File: config.mk
export PLATFORM = sky130hd
export DESIGN_NAME = next_fit_slot_id_allocator_unit
export DESIGN_NICKNAME = d
export VERILOG_FILES = /design/src/sv/nfsa_pkg.sv /design/src/sv/nfsa_map_ram.sv /design/src/sv/nfsa_ctrl.sv /design/src/sv/next_fit_slot_id_allocator_unit.sv
export SDC_FILE = /design/constraint.sdc
export NUM_CORES = 1
export LEC_CHECK = 0
export BUFFER_PORTS_ARGS = -buffer_cell sky130_fd_sc_hd__buf_2
export CAP_MARGIN = 15
export CELL_PAD_IN_SITES_DETAIL_PLACEMENT = 0
export CELL_PAD_IN_SITES_GLOBAL_PLACEMENT = 2
export CORE_UTILIZATION = 47
export CTS_CLUSTER_DIAMETER = 40
export DETAILED_ROUTE_END_ITERATION = 10
export GPL_TIMING_DRIVEN = 1
export HOLD_SLACK_MARGIN = 0.03
export PLACE_DENSITY = 0.82
export SYNTH_ARGS = -nofsm -noshare
export SYNTH_HDL_FRONTEND = slang
export SYNTH_SLANG_ARGS = --single-unit
File: constraint.sdc
create_clock -name clk_i -period 13.2 [get_ports clk_i]
set_input_delay 2.64 -clock clk_i [delete_from_list [all_inputs] [get_ports clk_i]]
set_output_delay 2.64 -clock clk_i [all_outputs]
set_load 0.03 [all_outputs]
File: src/sv/nfsa_pkg.sv
// ----------------------------------------------------------------------------
// Next-fit slot allocator package
// Shared types and constants for the slot allocator block.
// ----------------------------------------------------------------------------
package nfsa_pkg;

  // Default pool size and fixed field widths.
  localparam int unsigned SLOTS_DEF = 256;
  localparam int unsigned SLOT_W    = 8;
  localparam int unsigned INDEX_W   = 16;
  localparam int unsigned STATUS_W  = 2;

  // Request codes.
  typedef enum logic {
    OP_ALLOC = 1'b0,
    OP_FREE  = 1'b1
  } op_e;

  // Result status codes.
  typedef enum logic [STATUS_W-1:0] {
    ST_OK    = 2'd0,
    ST_FULL  = 2'd1,
    ST_RANGE = 2'd2
  } status_e;

  // Controller states.
  typedef enum logic [1:0] {
    S_CLEAR = 2'd0,
    S_IDLE  = 2'd1,
    S_SCAN  = 2'd2
  } state_e;

endpackage

File: src/sv/nfsa_map_ram.sv
// ----------------------------------------------------------------------------
// Used-map memory
// One bit per slot, one write port and one read port, registered read data.
// ----------------------------------------------------------------------------
module nfsa_map_ram #(
  parameter int unsigned SLOTS = 256
) (
  input  logic                     clk_i,
  input  logic                     we_i,
  input  logic [$clog2(SLOTS)-1:0] waddr_i,
  input  logic                     wdata_i,
  input  logic                     re_i,
  input  logic [$clog2(SLOTS)-1:0] raddr_i,
  output logic                     rdata_o
);

  logic mem_q [SLOTS];
  logic rdata_q;

  // Write port.
  always_ff @(posedge clk_i) begin
    if (we_i) begin
      mem_q[waddr_i] <= wdata_i;
    end
  end

  // Read port, registered; the data holds between reads.
  always_ff @(posedge clk_i) begin
    if (re_i) begin
      rdata_q <= mem_q[raddr_i];
    end
  end

  assign rdata_o = rdata_q;

endmodule

File: src/sv/nfsa_ctrl.sv
// ----------------------------------------------------------------------------
// Slot allocator controller
// Clears the used map after reset, handles free requests and runs the
// next-fit scan over the used map one slot per cycle.
// ----------------------------------------------------------------------------
module nfsa_ctrl #(
  parameter int unsigned SLOTS = 256
) (
  input  logic                            clk_i,
  input  logic                            rst_ni,
  input  logic                            start_i,
  output logic                            busy_o,
  input  logic                            op_i,
  input  logic [nfsa_pkg::INDEX_W-1:0]    free_index_i,
  output logic                            result_valid_o,
  output logic [nfsa_pkg::STATUS_W-1:0]   status_o,
  output logic [nfsa_pkg::SLOT_W-1:0]     slot_o,
  output logic                            mem_we_o,
  output logic [$clog2(SLOTS)-1:0]        mem_waddr_o,
  output logic                            mem_wdata_o,
  output logic                            mem_re_o,
  output logic [$clog2(SLOTS)-1:0]        mem_raddr_o,
  input  logic                            mem_rdata_i
);
  import nfsa_pkg::*;

  localparam int unsigned IDX_W = $clog2(SLOTS);
  localparam logic [IDX_W-1:0] LAST_IDX = IDX_W'(SLOTS - 1);

  // Step to the next slot, wrapping at the end of the pool.
  function automatic logic [IDX_W-1:0] adv(input logic [IDX_W-1:0] p);
    logic [IDX_W-1:0] r;
    r = (p == LAST_IDX) ? '0 : p + 1'b1;
    return r;
  endfunction

  state_e             state_q, state_d;
  logic [IDX_W-1:0]   next_ptr_q, next_ptr_d;
  logic [IDX_W-1:0]   chk_q, chk_d;
  logic [IDX_W-1:0]   iss_q, iss_d;
  logic [IDX_W-1:0]   cnt_q, cnt_d;
  logic               valid_q, valid_d;
  status_e            status_q, status_d;
  logic [SLOT_W-1:0]  slot_q, slot_d;
  logic               in_range;
  logic               is_alloc;

  assign in_range = (32'(free_index_i) < SLOTS);
  assign is_alloc = (op_e'(op_i) == OP_ALLOC);

  // Next state.
  always_comb begin
    state_d = state_q;
    unique case (state_q)
      S_CLEAR: begin
        if (cnt_q == LAST_IDX) begin
          state_d = S_IDLE;
        end
      end
      S_IDLE: begin
        if (start_i && is_alloc) begin
          state_d = S_SCAN;
        end
      end
      S_SCAN: begin
        if (!mem_rdata_i || (cnt_q == LAST_IDX)) begin
          state_d = S_IDLE;
        end
      end
      default: state_d = S_CLEAR;
    endcase
  end

  // Memory controls and datapath updates.
  always_comb begin
    mem_we_o    = 1'b0;
    mem_waddr_o = cnt_q;
    mem_wdata_o = 1'b0;
    mem_re_o    = 1'b0;
    mem_raddr_o = next_ptr_q;
    next_ptr_d  = next_ptr_q;
    chk_d       = chk_q;
    iss_d       = iss_q;
    cnt_d       = cnt_q;
    valid_d     = 1'b0;
    status_d    = status_q;
    slot_d      = slot_q;
    unique case (state_q)
      S_CLEAR: begin
        // Sweep the map clear, one slot a cycle.
        mem_we_o    = 1'b1;
        mem_waddr_o = cnt_q;
        cnt_d       = (cnt_q == LAST_IDX) ? '0 : cnt_q + 1'b1;
      end
      S_IDLE: begin
        if (start_i) begin
          if (!is_alloc) begin
            // A free answers in the next cycle.
            valid_d = 1'b1;
            slot_d  = '0;
            if (in_range) begin
              mem_we_o    = 1'b1;
              mem_waddr_o = free_index_i[IDX_W-1:0];
              status_d    = ST_OK;
            end else begin
              status_d = ST_RANGE;
            end
          end else begin
            // Launch the scan at the pointer.
            mem_re_o    = 1'b1;
            mem_raddr_o = next_ptr_q;
            chk_d       = next_ptr_q;
            iss_d       = adv(next_ptr_q);
            cnt_d       = '0;
          end
        end
      end
      S_SCAN: begin
        if (!mem_rdata_i) begin
          // Free slot found: claim it and move the pointer past it.
          mem_we_o    = 1'b1;
          mem_waddr_o = chk_q;
          mem_wdata_o = 1'b1;
          next_ptr_d  = adv(chk_q);
          valid_d     = 1'b1;
          status_d    = ST_OK;
          slot_d      = SLOT_W'(chk_q);
        end else if (cnt_q == LAST_IDX) begin
          // Every slot checked and used.
          valid_d  = 1'b1;
          status_d = ST_FULL;
          slot_d   = '0;
        end else begin
          mem_re_o    = 1'b1;
          mem_raddr_o = iss_q;
          chk_d       = iss_q;
          iss_d       = adv(iss_q);
          cnt_d       = cnt_q + 1'b1;
        end
      end
      default: begin
        cnt_d = '0;
      end
    endcase
  end

  // Control registers.
  always_ff @(posedge clk_i or negedge rst_ni) begin
    if (!rst_ni) begin
      state_q    <= S_CLEAR;
      next_ptr_q <= '0;
      cnt_q      <= '0;
      valid_q    <= 1'b0;
    end else begin
      state_q    <= state_d;
      next_ptr_q <= next_ptr_d;
      cnt_q      <= cnt_d;
      valid_q    <= valid_d;
    end
  end

  // Payload registers.
  always_ff @(posedge clk_i) begin
    chk_q    <= chk_d;
    iss_q    <= iss_d;
    status_q <= status_d;
    slot_q   <= slot_d;
  end

  assign busy_o         = (state_q != S_IDLE);
  assign result_valid_o = valid_q;
  assign status_o       = status_q;
  assign slot_o         = slot_q;

endmodule

File: src/sv/next_fit_slot_id_allocator_unit.sv
// ----------------------------------------------------------------------------
// Next-fit slot identifier allocator
// Hands out slot numbers from a used map with a rotating next-fit pointer.
// ----------------------------------------------------------------------------
//  Channel   Handshake                 Beat contents
//  request   start, busy               op_i, free_index_i
//  result    result_valid_o (strobe)   status_o, slot_o
//
//  A free beat answers in the cycle after it is taken; busy stays low.
//  An allocate beat runs a scan that reads the used-map memory one slot
//  per cycle from the pointer, so a full pool costs SLOTS reads.
//  After reset the map is cleared with busy high.
//  The result strobe lasts one cycle; the receiver cannot stall it.
// ----------------------------------------------------------------------------
module next_fit_slot_id_allocator_unit #(
  parameter int unsigned SLOTS = nfsa_pkg::SLOTS_DEF
) (
  input  logic                            clk_i,
  input  logic                            rst_ni,
  input  logic                            start,
  output logic                            busy,
  input  logic                            op_i,
  input  logic [nfsa_pkg::INDEX_W-1:0]    free_index_i,
  output logic                            result_valid_o,
  output logic [nfsa_pkg::STATUS_W-1:0]   status_o,
  output logic [nfsa_pkg::SLOT_W-1:0]     slot_o
);
  import nfsa_pkg::*;

  localparam int unsigned IDX_W = $clog2(SLOTS);

  logic             mem_we;
  logic [IDX_W-1:0] mem_waddr;
  logic             mem_wdata;
  logic             mem_re;
  logic [IDX_W-1:0] mem_raddr;
  logic             mem_rdata;

  // Sequencer for clear, free and scan.
  nfsa_ctrl #(
    .SLOTS (SLOTS)
  ) u_ctrl (
    .clk_i          (clk_i),
    .rst_ni         (rst_ni),
    .start_i        (start),
    .busy_o         (busy),
    .op_i           (op_i),
    .free_index_i   (free_index_i),
    .result_valid_o (result_valid_o),
    .status_o       (status_o),
    .slot_o         (slot_o),
    .mem_we_o       (mem_we),
    .mem_waddr_o    (mem_waddr),
    .mem_wdata_o    (mem_wdata),
    .mem_re_o       (mem_re),
    .mem_raddr_o    (mem_raddr),
    .mem_rdata_i    (mem_rdata)
  );

  // Used-map storage.
  nfsa_map_ram #(
    .SLOTS (SLOTS)
  ) u_map (
    .clk_i   (clk_i),
    .we_i    (mem_we),
    .waddr_i (mem_waddr),
    .wdata_i (mem_wdata),
    .re_i    (mem_re),
    .raddr_i (mem_raddr),
    .rdata_o (mem_rdata)
  );

endmodule

==> results.yml <==
run_status:
  status: "complete, no violations"
critical_path:
  start_kind: "input port"
  critPathMaxFanout: 13
  critical_path_class: "in2reg"
  critical_path.max_stage_delay_ns: 0.78
  crit_buf_inv: 1
  critPathArrivalTime_ns: 6.28
  slowest_stage: "nand3_1"
  required_ns: 13.42
  endpoint_kind: "register"
  crit_family: "simple AND/OR/NAND/NOR gates"
  crit_chain: "buf_2 -> or4_1 -> o31ai_1 -> nand3b_1 -> a22oi_1 -> nor2b_1 -> nand3_1 -> nor2_1"
global_routing:
  grt_overflow: 0
  grt_pass1_wl_um: 52900
  antenna_found_initial: 0
  grt_usage_pct: 23.4
  grt_pass1_vias: 8831
  grt_max_degree: 170
timing:
  fmax_mhz: 165
  period_share_pct: 45.8
  fin_setup_tns_ns: 0
  worstMarginPinSlew_ns: 1.27
  finClkSkew_ns: 0.0203
  period_needed_ns: 6.05
  hold_viol_final: 0
  maxSlewViolCount: 0
  grt_setup_unrepaired: "no"
  slew_headroom_pct: 14.4
  setup_viol: 0
floorplan:
  io-pin-count: 32
  die_h_um: 174
  dieArea_um2: 30300
  start_util_pct: 48.1
  core_area_um2: 28900
  rows: 62
  die_x_um: 174
placement:
  dp_hpwl_um: 21500
  dp.cells: 1485
  gp_congestion: 0.802
  portBuffers: 31
clocking:
  postCtsSetupRepairBufs: 0
  tritoncts: "done"
  cts_resized: 0
  cts_buffer_depth: 3
  numCtsBuffers: 45
  cts_hold_buf: 0
  cts.sinks: 302
  clock_tree.root_cell: "clkbuf_16"
  insertion_delay_ns: 0.55
  htreeDepth: 2
  clkTransAtPathRegs_ns: 0.05
synthesis:
  synth-main-ff-cell: "edfxtp_1"
  syn_area_per_cell_um2: 12.3
  synth-seq-area-share_pct: 64.5
  syn-num-nets: 1164
  netlist_area_um2: 13900
  ys_ff_latch: 302
  synth_edf_count: 283
  yosys_warnings: 0
  netlist-cell-type-count: 52
  postSynthCellCount: 1136
  async_flop_share_pct: 6.29
route:
  via_per_inst: 5.76
  routed_wl_um: 35200
  wl_per_cell_um: 22.4
  num_vias: 9038
  drc: 0
  drtAntennaViolNets: 0
  drtIter0Drc: 875
  dr.pass1.iters: 5
run:
  drv_cap: 0
hold_path:
  hold_path.class: "reg2reg"
layout:
  antenna_cells: 0
  layout.cells.non_filler: 1569
  final_common_cell: "nor2_1"
  area_growth_pct: 13.9
  drive_above_1_share_pct: 12.7
  layout_common_cells: "289 x nor2_1, 283 x edfxtp_1, 103 x mux2i_1"
  nNetsFinal: 1176
power_and_ir_drop:
  leakage_nw: 6.24
  p_per_area_nw_per_um2: 140
  vdd_drop_max_v: 0.000119
[path summary, 6_finish.rpt]
kind / startpoint / to / slack [ns] / cells after the start
max: free_index_i[12] / u_map.mem_q[217] / 7.15 / 8
min: u_ctrl.cnt_q[6] / u_ctrl.cnt_q[6] / 0.60 / 2
max reg2reg: u_ctrl.state_q[0] / u_map.mem_q[243] / 8.33 / 12
min reg2reg: u_ctrl.cnt_q[6] / u_ctrl.cnt_q[6] / 0.60 / 2
max in group asynchronous: rst_ni / u_ctrl.next_ptr_q[3] / 10.79 / 1
min in group asynchronous: rst_ni / u_ctrl.cnt_q[2] / 2.07 / 1
[area by class of cell]
type,count,area (µm²)
clock buffer,50,1190
clock inverter,34,335
fill,2502,13100
inverter,10,42.5
multi-input combinational,750,4610
sequential,302,8970
tap,384,480
timing repair buffer,39,228
[where the power goes]
| group | internal [mW] | leakage, nW | switching, mW |
|---|---|---|---|
| combinational | 0.00218 | 2.20 | 0.00263 |
| sequential | 1.03 | 3.31 | 0 |
| clock | 0.750 | 0.726 | 0.440 |
[cell usage after synthesis, types with 4 or more instances]
library cell | instances | area, µm²
nor2b_1 | 4 | 25.0
a22o_1 | 10 | 87.6
o41ai_1 | 4 | 35.0
a21oi_1 | 12 | 60.1
nand4_1 | 4 | 25.0
mux4_2 | 9 | 203
xnor2_1 | 10 | 87.6
o21ai_0 | 20 | 100
edfxtp_1 | 283 | 8500
ha_1 | 8 | 100
buf_2 | 26 | 130
nor2_1 | 290 | 1090
and2_1 | 11 | 68.8
clkbuf_1 | 45 | 169
nor4_1 | 6 | 37.5
nand2b_1 | 9 | 56.3
a31oi_1 | 5 | 31.3
a22oi_1 | 6 | 45.0
a21o_1 | 8 | 60.1
nand2_1 | 69 | 259
mux4_1 | 4 | 105
inv_1 | 9 | 33.8
o22ai_1 | 58 | 363
nor3_1 | 14 | 70.1
mux2_2 | 10 | 113
mux2i_1 | 104 | 1040
xor2_1 | 13 | 114
dfrtp_1 | 19 | 475
nand3_1 | 30 | 150
[tightest hold or removal path, delay by kind of cell, from the launching register on]
family           cells  cell delay [ns]
XOR/XNOR             1             0.09
AND/OR/NAND/NOR      1             0.08
flip-flops           1             0.40
[registers in the layout (all words and copies together) (netlist names)]
register               flops
u_map.rdata_o              1
u_ctrl.chk_q               8
u_ctrl.status_o            2
u_ctrl.slot_o              8
u_ctrl.state_q             2
u_ctrl.cnt_q               8
u_map.mem_q              256
u_ctrl.iss_q               8
u_ctrl.next_ptr_q          8
u_ctrl.result_valid_o      1
[kinds of logic (layout without fill, tap and decap cells)]
kind of cell	count (synthesis)	count (layout)	synth area share, %
buf+inv	84	133	2.59
simple gates	457	457	13.8
compound gates	133	133	6.26
xor+xnor	23	23	1.45
fa+ha+maj	8	8	0.719
mux	129	129	10.7
flops	302	302	64.5
[through the flow]
stage	total power, mW	hold slack (ns)	util, %	worst slack, ns	area (µm²)
floorplan	1.05	0.516	-	6.93	13900
global placement	1.06	0.560	49.6	6.70	14300
detailed placement	1.06	0.585	49.6	6.67	14300
CTS	2.24	0.605	54.8	7.22	15900
global route	2.28	0.648	54.8	6.94	15900
finish	2.23	0.602	54.8	7.15	15900
[layer usage]
layer	wire, µm	GRT usage, %	share of wire [%]
met5	0	0	0
met4	863	7.68	2.5
met3	2200	3.87	6.2
met2	16800	37.6	48
met1	15400	32.6	44
Note: power is estimated with default switching activity, not from simulation.
